## config.mk

```make
export PLATFORM = sky130hd
export DESIGN_NAME = multi_alarm_timer_queue_top_flat
export DESIGN_NICKNAME = d
export VERILOG_FILES = /design/src/hw/rtl/matq_pkg.sv /design/src/hw/rtl/matq_if.sv /design/src/hw/rtl/matq_ram.sv /design/src/hw/rtl/matq_front.sv /design/src/hw/rtl/matq_back.sv /design/src/hw/rtl/multi_alarm_timer_queue_top.sv /design/src/flat_wrapper.sv
export SDC_FILE = /design/constraint.sdc
export NUM_CORES = 2
export LEC_CHECK = 0
export BUFFER_PORTS_ARGS = -buffer_cell sky130_fd_sc_hd__clkbuf_2
export CORE_UTILIZATION = 60
export CTS_CLUSTER_DIAMETER = 30
export DETAILED_ROUTE_END_ITERATION = 16
export HOLD_SLACK_MARGIN = 0.15
export PLACE_DENSITY = 0.77
export SYNTH_ARGS = -nofsm -noshare
export SYNTH_HDL_FRONTEND = slang
export SYNTH_SLANG_ARGS = --single-unit
```

## constraint.sdc

```tcl
create_clock -name clk -period 13.7 [get_ports clk]
set_clock_uncertainty 0.15 [all_clocks]
set_input_delay 2.055 -clock clk [delete_from_list [all_inputs] [get_ports clk]]
set_output_delay 2.055 -clock clk [all_outputs]
set_load 0.05 [all_outputs]
```

## src/hw/rtl/matq_pkg.sv

```systemverilog
// Shared types and constants of the alarm timer queue.
`timescale 1ns / 1ps
package matq_pkg;
    localparam logic [1:0] FUNC_START  = 2'd0;
    localparam logic [1:0] FUNC_CANCEL = 2'd1;
    localparam logic [1:0] FUNC_TICK   = 2'd2;

    localparam logic [0:0] CFG_WAKE_LIMIT  = 1'd0;
    localparam logic [0:0] CFG_START_LIMIT = 1'd1;

    localparam logic KIND_FIRED = 1'b0;
    localparam logic KIND_WAKE  = 1'b1;

    localparam logic [63:0] NO_ALARM_WAIT = 64'h0000_0000_8000_0000;
    localparam logic [31:0] SHORTEST_WAIT = 32'd2;

    typedef struct packed {
        logic [1:0]  func;
        logic [3:0]  alarm_slot;
        logic [63:0] start_delay;
        logic [31:0] timer_count;
    } in_item_t;

    typedef struct packed {
        logic        kind;
        logic [3:0]  fired_slot;
        logic [31:0] wake_delay;
        logic        last;
    } out_item_t;

    // Classified command passed from front to back.
    typedef struct packed {
        logic [1:0]  func;
        logic [3:0]  alarm_slot;
        logic        in_range;
        logic        arm;
        logic [63:0] due;
        logic [63:0] now;
    } cmd_t;
endpackage

```

## src/hw/rtl/matq_if.sv

```systemverilog
// Valid/ready channel interfaces for items and configuration writes.
`timescale 1ns / 1ps
interface matq_in_if;
    logic valid;
    logic ready;
    matq_pkg::in_item_t item;
    modport source (output valid, output item, input ready);
    modport sink (input valid, input item, output ready);
endinterface

interface matq_out_if;
    logic valid;
    logic ready;
    matq_pkg::out_item_t item;
    modport source (output valid, output item, input ready);
    modport sink (input valid, input item, output ready);
endinterface

interface matq_cfg_if;
    logic        valid;
    logic        ready;
    logic        index;
    logic [63:0] data;
    modport source (output valid, output index, output data, input ready);
    modport sink (input valid, input index, input data, output ready);
endinterface

```

## src/hw/rtl/matq_ram.sv

```systemverilog
// Generic single-port-write RAM with registered read.
`timescale 1ns / 1ps
module matq_ram #(
    parameter int WIDTH = 64,
    parameter int DEPTH = 16
) (
    input  logic                     clk,
    input  logic                     we,
    input  logic [$clog2(DEPTH)-1:0] waddr,
    input  logic [WIDTH-1:0]         wdata,
    input  logic [$clog2(DEPTH)-1:0] raddr,
    output logic [WIDTH-1:0]         rdata
);
    logic [WIDTH-1:0] mem [DEPTH];

    always_ff @(posedge clk)
    begin
        if (we)
        begin
            mem[waddr] <= wdata;
        end
        rdata <= mem[raddr];
    end
endmodule

```

## src/hw/rtl/matq_front.sv

```systemverilog
// Front end: timestamp widening, start classification, command queue entry.
`timescale 1ns / 1ps
module matq_front #(
    parameter int SLOTS = 16
) (
    input  logic                 clk,
    input  logic                 rst_n,
    matq_in_if.sink              in_ch,
    input  logic [63:0]          start_limit,
    output logic                 cmd_valid,
    output matq_pkg::cmd_t       cmd,
    input  logic                 cmd_ready
);
    logic [31:0]    stamp_high_reg;
    logic [31:0]    previous_count_reg;
    logic [31:0]    stamp_high_next;
    logic [63:0]    now;
    logic           accept;
    logic           wrap;
    matq_pkg::cmd_t cmd_next;
    // Two-entry queue
    matq_pkg::cmd_t q_reg [2];
    logic           rd_ptr_reg;
    logic           wr_ptr_reg;
    logic [1:0]     count_reg;

    assign in_ch.ready = (count_reg != 2'd2);
    assign accept      = in_ch.valid && in_ch.ready;
    assign wrap        = (in_ch.item.timer_count < previous_count_reg);
    assign stamp_high_next = stamp_high_reg + {31'd0, wrap};
    assign now         = {stamp_high_next, in_ch.item.timer_count};

    always_comb
    begin
        cmd_next.func       = in_ch.item.func;
        cmd_next.alarm_slot = in_ch.item.alarm_slot;
        cmd_next.in_range   = ({28'd0, in_ch.item.alarm_slot} < SLOTS);
        cmd_next.arm        = (in_ch.item.start_delay < start_limit);
        cmd_next.due        = now + in_ch.item.start_delay;
        cmd_next.now        = now;
    end

    assign cmd_valid = (count_reg != 2'd0);
    assign cmd       = q_reg[rd_ptr_reg];

    always_ff @(posedge clk or negedge rst_n)
    begin
        if (!rst_n)
        begin
            stamp_high_reg     <= '0;
            previous_count_reg <= '0;
            rd_ptr_reg         <= 1'b0;
            wr_ptr_reg         <= 1'b0;
            count_reg          <= '0;
        end
        else
        begin
            if (accept)
            begin
                stamp_high_reg     <= stamp_high_next;
                previous_count_reg <= in_ch.item.timer_count;
                wr_ptr_reg         <= ~wr_ptr_reg;
            end
            if (cmd_valid && cmd_ready)
            begin
                rd_ptr_reg <= ~rd_ptr_reg;
            end
            count_reg <= count_reg + {1'b0, accept} - {1'b0, cmd_valid && cmd_ready};
        end
    end

    always_ff @(posedge clk)
    begin
        if (accept)
        begin
            q_reg[wr_ptr_reg] <= cmd_next;
        end
    end
endmodule

```

## src/hw/rtl/matq_back.sv

```systemverilog
// Back end: slot store, scan for fired and earliest slots, result output.
`timescale 1ns / 1ps
module matq_back #(
    parameter int SLOTS = 16
) (
    input  logic               clk,
    input  logic               rst_n,
    input  logic               cmd_valid,
    input  matq_pkg::cmd_t     cmd,
    output logic               cmd_ready,
    input  logic [31:0]        wake_limit,
    matq_out_if.source         out_ch
);
    localparam int SW = (SLOTS > 1) ? $clog2(SLOTS) : 1;
    localparam int CW = $clog2(SLOTS + 1);

    typedef enum logic [2:0] {
        S_IDLE, S_SCAN, S_LAST, S_FIRE, S_WAKE, S_OUT
    } state_t;

    state_t          state_reg;
    matq_pkg::cmd_t  cur_reg;
    logic [SLOTS-1:0] armed_reg;
    logic [31:0]     seq_reg;
    logic [63:0]     next_wake_reg;
    logic [CW-1:0]   idx_reg;
    logic [SW-1:0]   idx_d_reg;
    logic            rd_valid_reg;
    logic            fire_found_reg;
    logic [SW-1:0]   fire_pick_reg;
    logic [63:0]     fire_due_reg;
    logic [31:0]     fire_ord_reg;
    logic            any_found_reg;
    logic [63:0]     any_due_reg;
    logic [31:0]     any_ord_reg;
    logic            out_valid_reg;
    matq_pkg::out_item_t out_reg;

    logic            we;
    logic [SW-1:0]   waddr;
    logic [SW-1:0]   raddr;
    logic [63:0]     due_rd;
    logic [31:0]     ord_rd;
    logic            cand_fire;
    logic            better_fire;
    logic            better_any;
    logic [63:0]     target;
    logic [63:0]     diff;
    logic [31:0]     delay;

    assign we    = (state_reg == S_IDLE) && cmd_valid && cmd.func == matq_pkg::FUNC_START
                   && cmd.in_range && cmd.arm;
    assign waddr = cmd.alarm_slot[SW-1:0];
    assign raddr = idx_reg[SW-1:0];

    matq_ram #(.WIDTH(64), .DEPTH(SLOTS)) u_due (
        .clk(clk), .we(we), .waddr(waddr), .wdata(cmd.due), .raddr(raddr), .rdata(due_rd)
    );
    matq_ram #(.WIDTH(32), .DEPTH(SLOTS)) u_ord (
        .clk(clk), .we(we), .waddr(waddr), .wdata(seq_reg), .raddr(raddr), .rdata(ord_rd)
    );

    assign cand_fire   = armed_reg[idx_d_reg] && (due_rd <= cur_reg.now);
    assign better_fire = !fire_found_reg || (due_rd < fire_due_reg)
                         || (due_rd == fire_due_reg && ord_rd < fire_ord_reg);
    assign better_any  = !any_found_reg || (due_rd < any_due_reg)
                         || (due_rd == any_due_reg && ord_rd < any_ord_reg);

    // Wake delay: clamp to the register, then raise to the floor.
    always_comb
    begin
        target = (state_reg == S_IDLE) ? cmd.due
               : (any_found_reg ? any_due_reg : cur_reg.now + matq_pkg::NO_ALARM_WAIT);
        diff   = (target > ((state_reg == S_IDLE) ? cmd.now : cur_reg.now))
               ? target - ((state_reg == S_IDLE) ? cmd.now : cur_reg.now) : 64'd0;
        delay  = (diff > {32'd0, wake_limit}) ? wake_limit : diff[31:0];
        if (delay < matq_pkg::SHORTEST_WAIT)
        begin
            delay = matq_pkg::SHORTEST_WAIT;
        end
    end

    assign cmd_ready    = (state_reg == S_IDLE) && !out_valid_reg;
    assign out_ch.valid = out_valid_reg;
    assign out_ch.item  = out_reg;

    always_ff @(posedge clk or negedge rst_n)
    begin
        if (!rst_n)
        begin
            state_reg      <= S_IDLE;
            armed_reg      <= '0;
            seq_reg        <= '0;
            next_wake_reg  <= '1;
            idx_reg        <= '0;
            idx_d_reg      <= '0;
            rd_valid_reg   <= 1'b0;
            fire_found_reg <= 1'b0;
            any_found_reg  <= 1'b0;
            out_valid_reg  <= 1'b0;
            out_reg        <= '0;
            cur_reg        <= '0;
            fire_pick_reg  <= '0;
            fire_due_reg   <= '0;
            fire_ord_reg   <= '0;
            any_due_reg    <= '0;
            any_ord_reg    <= '0;
        end
        else
        begin
            if (out_valid_reg && out_ch.ready)
            begin
                out_valid_reg <= 1'b0;
            end
            case (state_reg)
                S_IDLE:
                begin
                    if (cmd_valid && cmd_ready)
                    begin
                        cur_reg <= cmd;
                        case (cmd.func)
                            matq_pkg::FUNC_START:
                            begin
                                if (cmd.in_range)
                                begin
                                    armed_reg[waddr] <= cmd.arm;
                                    if (cmd.arm)
                                    begin
                                        seq_reg <= seq_reg + 32'd1;
                                        if (cmd.due <= next_wake_reg)
                                        begin
                                            next_wake_reg  <= cmd.now + {32'd0, delay};
                                            out_reg        <= '{matq_pkg::KIND_WAKE, 4'd0,
                                                                delay, 1'b1};
                                            out_valid_reg  <= 1'b1;
                                        end
                                    end
                                end
                            end
                            matq_pkg::FUNC_CANCEL:
                            begin
                                if (cmd.in_range)
                                begin
                                    armed_reg[waddr] <= 1'b0;
                                end
                            end
                            matq_pkg::FUNC_TICK:
                            begin
                                idx_reg        <= '0;
                                rd_valid_reg   <= 1'b0;
                                fire_found_reg <= 1'b0;
                                any_found_reg  <= 1'b0;
                                state_reg      <= S_SCAN;
                            end
                            default:
                            begin
                            end
                        endcase
                    end
                end
                S_SCAN:
                begin
                    // One slot read a cycle; compare the previous read.
                    if (rd_valid_reg && armed_reg[idx_d_reg])
                    begin
                        if (cand_fire && better_fire)
                        begin
                            fire_found_reg <= 1'b1;
                            fire_pick_reg  <= idx_d_reg;
                            fire_due_reg   <= due_rd;
                            fire_ord_reg   <= ord_rd;
                        end
                        if (!cand_fire && better_any)
                        begin
                            any_found_reg <= 1'b1;
                            any_due_reg   <= due_rd;
                            any_ord_reg   <= ord_rd;
                        end
                    end
                    idx_d_reg    <= idx_reg[SW-1:0];
                    if (idx_reg == CW'(SLOTS))
                    begin
                        rd_valid_reg <= 1'b0;
                        state_reg    <= S_LAST;
                    end
                    else
                    begin
                        rd_valid_reg <= 1'b1;
                        idx_reg      <= idx_reg + CW'(1);
                    end
                end
                S_LAST:
                begin
                    state_reg <= fire_found_reg ? S_FIRE : S_WAKE;
                end
                S_FIRE:
                begin
                    if (!out_valid_reg)
                    begin
                        armed_reg[fire_pick_reg] <= 1'b0;
                        out_reg        <= '{matq_pkg::KIND_FIRED, 4'(fire_pick_reg), 32'd0, 1'b0};
                        out_valid_reg  <= 1'b1;
                        // Rescan for the next fired slot.
                        idx_reg        <= '0;
                        rd_valid_reg   <= 1'b0;
                        fire_found_reg <= 1'b0;
                        any_found_reg  <= 1'b0;
                        state_reg      <= S_SCAN;
                    end
                end
                S_WAKE:
                begin
                    if (!out_valid_reg)
                    begin
                        next_wake_reg <= cur_reg.now + {32'd0, delay};
                        out_reg       <= '{matq_pkg::KIND_WAKE, 4'd0, delay, 1'b1};
                        out_valid_reg <= 1'b1;
                        state_reg     <= S_OUT;
                    end
                end
                S_OUT:
                begin
                    state_reg <= S_IDLE;
                end
                default:
                begin
                    state_reg <= S_IDLE;
                end
            endcase
        end
    end
endmodule

```

## src/hw/rtl/multi_alarm_timer_queue_top.sv

```systemverilog
// Top level of the multi-alarm timer queue.
// A start's wake item passes through the front end queue and is then registered in the back end;
// start and cancel are handled in the back end's idle state, and the front end queues up to two items ahead of it.
// A tick scans the slot store once per fired slot and once more, and its last item is the
// wake item issued after that final scan.
// Reset clears armed flags, timestamp and counters; slot store needs no clearing.
`timescale 1ns / 1ps
module multi_alarm_timer_queue_top #(
    parameter int SLOTS = 16
) (
    input  logic        clk,
    input  logic        rst_n,
    matq_in_if.sink     in_ch,
    matq_out_if.source  out_ch,
    matq_cfg_if.sink    cfg
);
    logic [31:0]    wake_limit_reg;
    logic [63:0]    start_limit_reg;
    logic           cmd_valid;
    logic           cmd_ready;
    matq_pkg::cmd_t cmd;

    assign cfg.ready = 1'b1;

    always_ff @(posedge clk or negedge rst_n)
    begin
        if (!rst_n)
        begin
            wake_limit_reg  <= 32'hFFFF_FFFF;
            start_limit_reg <= 64'h8000_0000_0000_0000;
        end
        else if (cfg.valid)
        begin
            case (cfg.index)
                matq_pkg::CFG_WAKE_LIMIT:  wake_limit_reg  <= cfg.data[31:0];
                matq_pkg::CFG_START_LIMIT: start_limit_reg <= cfg.data;
                default:                   wake_limit_reg  <= wake_limit_reg;
            endcase
        end
    end

    matq_front #(.SLOTS(SLOTS)) u_front (
        .clk(clk), .rst_n(rst_n), .in_ch(in_ch), .start_limit(start_limit_reg),
        .cmd_valid(cmd_valid), .cmd(cmd), .cmd_ready(cmd_ready)
    );

    matq_back #(.SLOTS(SLOTS)) u_back (
        .clk(clk), .rst_n(rst_n), .cmd_valid(cmd_valid), .cmd(cmd),
        .cmd_ready(cmd_ready), .wake_limit(wake_limit_reg), .out_ch(out_ch)
    );
endmodule

```

## src/flat_wrapper.sv

```systemverilog
// flat-port wrapper written by rule: the top's interface ports become plain ports
module multi_alarm_timer_queue_top_flat 
#(
    parameter int SLOTS = 16
)
  (clk, rst_n, in_ch_valid, in_ch_item, in_ch_ready, out_ch_valid, out_ch_item, out_ch_ready, cfg_valid, cfg_index, cfg_data, cfg_ready);
  matq_in_if in_ch_i ();
  matq_out_if out_ch_i ();
  matq_cfg_if cfg_i ();
  input  logic clk;
  input  logic rst_n;
  input wire logic [$bits(in_ch_i.valid)-1:0] in_ch_valid;
  input wire logic [$bits(in_ch_i.item)-1:0] in_ch_item;
  output wire logic [$bits(in_ch_i.ready)-1:0] in_ch_ready;
  output wire logic [$bits(out_ch_i.valid)-1:0] out_ch_valid;
  output wire logic [$bits(out_ch_i.item)-1:0] out_ch_item;
  input wire logic [$bits(out_ch_i.ready)-1:0] out_ch_ready;
  input wire logic [$bits(cfg_i.valid)-1:0] cfg_valid;
  input wire logic [$bits(cfg_i.index)-1:0] cfg_index;
  input wire logic [$bits(cfg_i.data)-1:0] cfg_data;
  output wire logic [$bits(cfg_i.ready)-1:0] cfg_ready;
  assign in_ch_i.valid = in_ch_valid;
  assign in_ch_i.item = in_ch_item;
  assign in_ch_ready = in_ch_i.ready;
  assign out_ch_valid = out_ch_i.valid;
  assign out_ch_item = out_ch_i.item;
  assign out_ch_i.ready = out_ch_ready;
  assign cfg_i.valid = cfg_valid;
  assign cfg_i.index = cfg_index;
  assign cfg_i.data = cfg_data;
  assign cfg_ready = cfg_i.ready;
  multi_alarm_timer_queue_top #(.SLOTS(SLOTS)) u_core (.clk(clk), .rst_n(rst_n), .in_ch(in_ch_i), .out_ch(out_ch_i), .cfg(cfg_i));
endmodule
```

=== Word-level counts from Yosys, hierarchy flattened ===
Memories as Yosys holds them, arrays and structs flattened. A register that Yosys moved wholly into a read port is not among the register bits.
Index checks and enable logic that the tools add are counted.

* Register bits: 590
* RAM bits: 1,806
* Bits of input ports: 172
* Word-level logic and storage cells: 204
* Memories: 3

* Add/sub/neg operators: 10
* $lt $le $gt $ge: 16
* Eq/ne operators: 26
* Muxes and demuxes: 69
* Bitwise gates (word level): 7
* Reductions and logical operators: 46

{| class="wikitable"
|+ Memory list
! memory !! words !! bits a word !! rd ports !! clocked after Yosys merged registers in !! write ports !! line !! RTL
|-
| u_core.u_back.u_due.mem || 16 || 64 || 1 || 1 || 1 || matq_ram.sv:14 || <nowiki>logic [WIDTH-1:0] mem [DEPTH];</nowiki>
|-
| u_core.u_back.u_ord.mem || 16 || 32 || 1 || 1 || 1 || matq_ram.sv:14 ||
|-
| u_core.u_front.q_reg || 2 || 135 || 1 || 0 || 1 || matq_front.sv:22 || <nowiki>matq_pkg::cmd_t q_reg [2];</nowiki>
|}

{| class="wikitable"
|+ Operators by type and width
! operator !! count
|-
| 2-to-1 mux 64 bit || 10
|-
| 2-to-1 mux 38 bit || 7
|-
| less-than comparator 64 bit || 3
|-
| adder 64 x 32 -> 64 bit || 2
|-
| == test 64 bit || 2
|-
| less-or-equal comparator 64 bit || 2
|-
| one-hot mux 64 bit (2 select lines) || 1
|-
| one-hot mux 38 bit (3 select lines) || 1
|-
| less-than comparator 32 bit || 3
|-
| adder 64 x 32 -> 64 bit, second input constant || 1
|-
| adder 64 bit || 1
|-
| > comparator 64 x 32 -> 1 bit || 1
|-
| > comparator 64 bit || 1
|-
| 2-to-1 mux 16 bit || 4
|-
| 2-to-1 mux 32 bit || 2
|-
| one-hot mux 16 bit (2 select lines) || 2
|-
| subtractor 64 bit || 1
|-
| adder 32 x 1 -> 32 bit || 1
|-
| adder 32 x 1 -> 32 bit, second input constant || 1
|-
| AND 16 bit || 2
|-
| less-than comparator 32 x 2 -> 1 bit, second input constant || 1
|-
| NOT 16 bit || 2
|-
| 2-to-1 mux 1 bit || 22
|-
| 2-to-1 mux 5 bit || 4
|-
| 40 further kinds || 97
|}

=== Depth between registers and ports, before layout ===
* Depth in word-level cells: 16
* Gate-level depth with buffers: 56
* Mapped depth without buffers: 50

=== Hierarchy ===
Synthesis repeated with hierarchy kept, for this count alone.

* Cell total of the unflattened synthesis: 8,406
* Area, all modules: 118,144.6 sq um

{| class="wikitable"
|+ Modules (own cells, without submodules)
! module !! instances !! cells each !! area each (sq um) !! seq. area each (sq um)
|-
| matq_ram (u_core.u_back.u_due) || 1 || 1,647 || 39,581.7 || 32,030.7
|-
| matq_back || 1 || 4,138 || 36,124.6 || 10,715.3
|-
| matq_ram (u_core.u_back.u_ord) || 1 || 838 || 19,835.3 || 16,015.4
|-
| matq_front || 1 || 1,577 || 18,903.1 || 9,809.4
|-
| multi_alarm_timer_queue_top || 1 || 206 || 3,699.8 || 2,443.6
|}

=== Worst setup path after synthesis ===
Ideal clock, no wire load.

* Kind: register -> register
* Start point: reg u_core.u_front.rd_ptr_reg
* End point: reg u_core.u_back.next_wake_reg[62]
* Library setup time: 0.073 ns
* Arrival: 12.095 ns
* Required time: 13.477 ns
* Slack: 1.382 ns
* Stages on the path, launching flop included: 53
* Path buffers: 12
* Period minus slack after synthesis: 12.318 ns
* Cells stage by stage: dfrtp_1 buf_2 buf_1 buf_2 buf_1 clkbuf_1 buf_1 clkbuf_1 mux2i_1 nor2_1 a21oi_1 ha_1 a211oi_1 nor2_1 o41a_1 o21ba_1 o211a_1 nor4_1 [17 not listed] buf_6 buf_6 mux2_4 ha_1 o21a_1 o21ai_0 nand2b_1 a21oi_1 a211oi_1 a31oi_1 o311ai_0 o311ai_0 o21ai_0 a311o_1 clkbuf_1 nand4_1 xnor2_1 a21oi_1

* Cells in the longest elaborated chain, start to end: 15
* Elaborated cells on any way between the ends: 25
* Classes of those cells: add/sub: 3; order compare: 4; eq/ne: 3; mux: 12; reduce/logical: 2; memory: 1

{| class="wikitable"
|+ RTL lines
! what !! line !! RTL
|-
| from (decl) || matq_front.sv:23 || <nowiki>logic rd_ptr_reg;</nowiki>
|-
| from (signal assigned) || matq_front.sv:66 || <nowiki>rd_ptr_reg <= ~rd_ptr_reg;</nowiki>
|-
| memory read (2 x 135 bit) (*) || n/a ||
|-
| 2-to-1 mux 64 bit, on equally long branches || matq_back.sv:72, matq_back.sv:74, matq_back.sv:75 ||
|-
| subtractor 64 bit or > comparator 64 bit (tied branches) || matq_back.sv:75, matq_back.sv:74 ||
|-
| 2-to-1 mux 64 bit || matq_back.sv:75 || <nowiki>? target - ((state_reg == S_IDLE) ? cmd.now : cur_reg.now) : 64'd0;</nowiki>
|-
| > comparator 64 x 32 -> 1 bit || matq_back.sv:76 || <nowiki>delay = (diff > {32'd0, wake_limit}) ? wake_limit : diff[31:0];</nowiki>
|-
| 2-to-1 mux 32 bit || matq_back.sv:76 ||
|-
| less-than comparator 32 x 2 -> 1 bit || matq_back.sv:77 || <nowiki>if (delay < matq_pkg::SHORTEST_WAIT)</nowiki>
|-
| 2-to-1 mux 32 bit || matq_back.sv:77 ||
|-
| adder 64 x 32 -> 64 bit || matq_back.sv:132 || <nowiki>next_wake_reg <= cmd.now + {32'd0, delay};</nowiki>
|-
| 2-to-1 mux 64 bit || matq_back.sv:130 || <nowiki>if (cmd.due <= next_wake_reg)</nowiki>
|-
| 2-to-1 mux 64 bit || matq_back.sv:127 || <nowiki>if (cmd.arm)</nowiki>
|-
| 2-to-1 mux 64 bit || matq_back.sv:124 || <nowiki>if (cmd.in_range)</nowiki>
|-
| 2-to-1 mux 64 bit || matq_back.sv:121 || <nowiki>case (cmd.func)</nowiki>
|-
| 2-to-1 mux 64 bit || matq_back.sv:118 || <nowiki>if (cmd_valid && cmd_ready)</nowiki>
|-
| one-hot mux 64 bit (2 select lines) || matq_back.sv:115 || <nowiki>case (state_reg)</nowiki>
|-
| to (signal assigned) || matq_back.sv:132 ||
|-
| to (signal assigned) || matq_back.sv:215 || <nowiki>next_wake_reg <= cur_reg.now + {32'd0, delay};</nowiki>
|-
| to (decl) || matq_back.sv:25 || <nowiki>logic [63:0] next_wake_reg;</nowiki>
|}

Mark *: on every way between the ends. The rest lies on a longest branch, timed or not. The select of a mux whose other input is x is not followed.
A chain may end at the register's enable or synchronous reset.

=== Worst setup path after layout ===
* Start point: reg u_core.u_back.cur_reg[33] in the netlist's numbering
* End point: reg u_core.u_back.next_wake_reg[61]

* Cells in the longest elaborated chain, start to end: 16
* Elaborated cells on any way between the ends: 20
* Classes of those cells: add/sub: 4; order compare: 3; mux: 13

{| class="wikitable"
|+ RTL lines
! what !! line !! RTL
|-
| from (decl) || matq_back.sv:22 || <nowiki>matq_pkg::cmd_t cur_reg;</nowiki>
|-
| from (signal assigned) || matq_back.sv:120 || <nowiki>cur_reg <= cmd;</nowiki>
|-
| adder 64 x 32 -> 64 bit || matq_back.sv:73 || <nowiki>: (any_found_reg ? any_due_reg : cur_reg.now + matq_pkg::NO_ALARM_WAIT);</nowiki>
|-
| 2-to-1 mux 64 bit || matq_back.sv:73 ||
|-
| 2-to-1 mux 64 bit || matq_back.sv:72 || <nowiki>target = (state_reg == S_IDLE) ? cmd.due</nowiki>
|-
| subtractor 64 bit or > comparator 64 bit (tied branches) || matq_back.sv:75, matq_back.sv:74 ||
|-
| 2-to-1 mux 64 bit || matq_back.sv:75 ||
|-
| > comparator 64 x 32 -> 1 bit || matq_back.sv:76 ||
|-
| 2-to-1 mux 32 bit || matq_back.sv:76 ||
|-
| less-than comparator 32 x 2 -> 1 bit || matq_back.sv:77 ||
|-
| 2-to-1 mux 32 bit || matq_back.sv:77 ||
|-
| adder 64 x 32 -> 64 bit || matq_back.sv:132 ||
|-
| 2-to-1 mux 64 bit || matq_back.sv:130 ||
|-
| 2-to-1 mux 64 bit || matq_back.sv:127 ||
|-
| 2-to-1 mux 64 bit || matq_back.sv:124 ||
|-
| 2-to-1 mux 64 bit || matq_back.sv:121 ||
|-
| 2-to-1 mux 64 bit || matq_back.sv:118 ||
|-
| one-hot mux 64 bit (2 select lines) (*) || matq_back.sv:115 ||
|}

Marks and branches as above.

==> impl_metrics.csv <==
group,metric,value,unit
run_status,outcome,"finished clean",
timing,fin_setup_tns,0,ps
logic_synthesis,ys_top_cells_by_count,"edfxtp_1, ha_1, nand2_1",
global_route,grt_first_pass_wirelength,494700,um
logic_synthesis,syn_avg_cell_area,14.19,um2
clocking,worstSkewPairLatency,980,ps
clocking,cts_hold_buffers,0,
clocking,numClockSinks,2491,
pwr,leakage,51.18,nW
setup_path,crit_buf_inv,3,
logic_synthesis,seq_area_frac_synth,0.6052,
clocking,cts_setup_buffers,0,
global_route,grt.total_usage,0.3396,
routing,drt_wl_total,334500,um
timing,min_period,12820,ps
pwr,report.power.total,38.69,mW
timing,timing.final.crit_share,0.9355,
timing,tightest_slew,1382,ps
setup_path,worstPathMaxFanout,43,
floorplan,die_w,444.2,um
pwr,ir_worst_vdd,0.0002750,V
setup_path,worstSetupPathType,"register to register",
final_layout,largest_reg_flops,1024,
global_route,antenna_found_initial,9,
pwr,power.density,282.3,nW/um2
final_layout,postLayoutCellArea,137000,um2
routing,first_iter_violations,7748,
place,numPortBuffers,211,
floorplan,core_region_area,193400,um2
timing,hold_slack,317.7,ps
place,pre_cts_slack,395.0,ps
routing,drt_first_pass_iters,8,
clocking,cts_tree,"done",
global_route,grt-ovfl-total,0,
clocking,cts_buffer_depth,4,
setup_path,critPathTopFamily,"simple AND/OR/NAND/NOR gates",
logic_synthesis,synth_edf_count,1806,
logic_synthesis,synthArstFlopShare,0.2365,
logic_synthesis,synth_warnings,0,
timing,relSlewSlack,0.07876,
routing,ant_nets,0,
logic_synthesis,ys.flop_type,"edfxtp_1",
routing,vias,75200,
setup_path,slowest_delay,510,ps
routing,wl_per_cell,28.82,um
floorplan,dieArea,197300,um2
floorplan,start_util,0.6068,
logic_synthesis,synthTopCellsByArea,"edfxtp_1, dfrtp_1, mux4_2, ha_1, mux2_2",
timing,rsz0062_at_grt,"false",
final_layout,area_growth,16.78,%
floorplan,pin_count,213,
setup_path,cp_data_arrival_time,13530,ps
final_layout,finalNetCount,9481,
run,drv_cap,0,
global_route,grt_max_degree,164,
routing,drc,0,
logic_synthesis,syn_area,117300,um2
timing,setup_viol,0,
hold_path,hold_path_class,"register to register",
timing,fin_ws,883.1,ps
logic_synthesis,ys_ff_latch,2491,
timing,max_clock_freq,78.02,MHz
floorplan,rows,161,
global_route,first_global_vias,77300,
clocking,cts_buffers,456,
floorplan,die_h,444.2,um
logic_synthesis,synth.most_common_cell,"edfxtp_1",
final_layout,drive_gt1_frac,0.2319,
clocking,cts.root.buffer_cell,"clkbuf_16",
timing,hold_viol_final,0,
place,place_area,121400,um2
setup_path,crit_slowest_cell,"dfrtp_1",
place,hpwl,200100,um
clocking,ctsResizeCount,0,
clocking,path_clk_slew,40,ps
logic_synthesis,netlist_instances,8268,
logic_synthesis,yosysUniqueCellTypes,98,
logic_synthesis,syn_nets,9054,
routing,via_per_inst,6.478,
logic_synthesis,synth_top_area_cell,"edfxtp_1",
setup_path,worstPathRequired,14410,ps
timing,drv_slew,0,
setup_path,start_kind,"register",
place,gp_congestion,0.9595,
setup_path,end_kind,"register",
clocking,htree_levels,5,
logic_synthesis,synth_top_area_share,0.4622,
## logic make-up after synthesis
logic type,Yosys count,share of synthesized area
AO/OA/AOI/OAI,1479,0.07721
XOR/XNOR,288,0.02156
adder cells (fa/ha/maj),614,0.06566
buffers and inverters,859,0.02831
flip-flops,2491,0.6052
multiplexers,959,0.1381
other,1,0.00003196
AND/OR/NAND/NOR,1577,0.06395
## cell usage in the layout (no fill, tap or decap), drive strengths merged, types with 216 or more instances in the layout
master / Yosys / layout
nor2: 370 / 370
o21ai: 448 / 448
a21oi: 460 / 460
mux2: 359 / 359
edfxtp: 1806 / 1806
a21o: 216 / 216
dfrtp: 492 / 492
nand2: 515 / 515
clkbuf: 246 / 763
inv: 513 / 574
ha: 611 / 611
mux4: 485 / 485
## worst paths after layout
check	startpoint	slack, ps	end	cells after the start
worst min register to register	u_core.u_back.rd_valid_reg$_DFFE_PN0P_	320	u_core.u_back.rd_valid_reg$_DFFE_PN0P_	2
worst min-delay path	u_core.u_back.rd_valid_reg$_DFFE_PN0P_	320	u_core.u_back.rd_valid_reg$_DFFE_PN0P_	2
min in group asynchronous	rst_n	990	u_core.u_front.previous_count_reg[8]$_DFFE_PN0P_	1
worst max register to register	u_core.u_back.cur_reg[33]$_DFFE_PN0P_	880	u_core.u_back.next_wake_reg[61]$_DFFE_PN1P_	51
worst max-delay path	u_core.u_back.cur_reg[33]$_DFFE_PN0P_	880	u_core.u_back.next_wake_reg[61]$_DFFE_PN1P_	51
max in group asynchronous	rst_n	9960	u_core.u_back.fire_due_reg[54]$_DFFE_PN0P_	3
## final cells by class
| type | count | area [um2] |
|---|---|---|
| tap | 2526 | 3161 |
| sequential | 2491 | 71040 |
| clock inverter | 290 | 3338 |
| multi-input combinational | 4919 | 43290 |
| antenna | 2 | 5.005 |
| fill | 12220 | 56350 |
| clock buffer | 553 | 12260 |
| timing repair buffer | 314 | 2014 |
| inverter | 513 | 1926 |
## through the flow
step,instances,utilization
finish,11610,0.7086
global route,11610,0.7086
CTS,11610,0.7082
detailed placement,10760,0.6276
global placement,10760,0.6276
floorplan,8268,-
## per-layer routing
metal / track usage / routed length (um) / share of wire / vias to the layer above
li1: - / - / - / 32410
met1: 0.4308 / 127300 / 0.38 / 38040
met2: 0.5664 / 164100 / 0.49 / 3817
met3: 0.05693 / 24700 / 0.074 / 923
met4: 0.1722 / 18380 / 0.055 / 6
met5: 0 / 42 / 0.00013 / -
## worst register-to-register path, delay by kind of cell, from the launching register on
family / cells / cell delay, ps
AOI/OAI and AO/OA: 16 / 3300
xor gates and xnor gates: 2 / 310
adders and majority gates: 3 / 1150
buffers and inverters: 3 / 820
DFF: 1 / 510
muxes: 1 / 410
and+or+nand+nor: 26 / 6110
## report_power, final
| part | leakage, nW | internal [mW] | switching (mW) |
|---|---|---|---|
| clock network | 7.54 | 7.41 | 3.93 |
| logic | 19.9 | 6.30 | 10.5 |
| registers | 23.7 | 9.61 | 0.920 |
No activity file was read; power rests on OpenSTA's default activity.
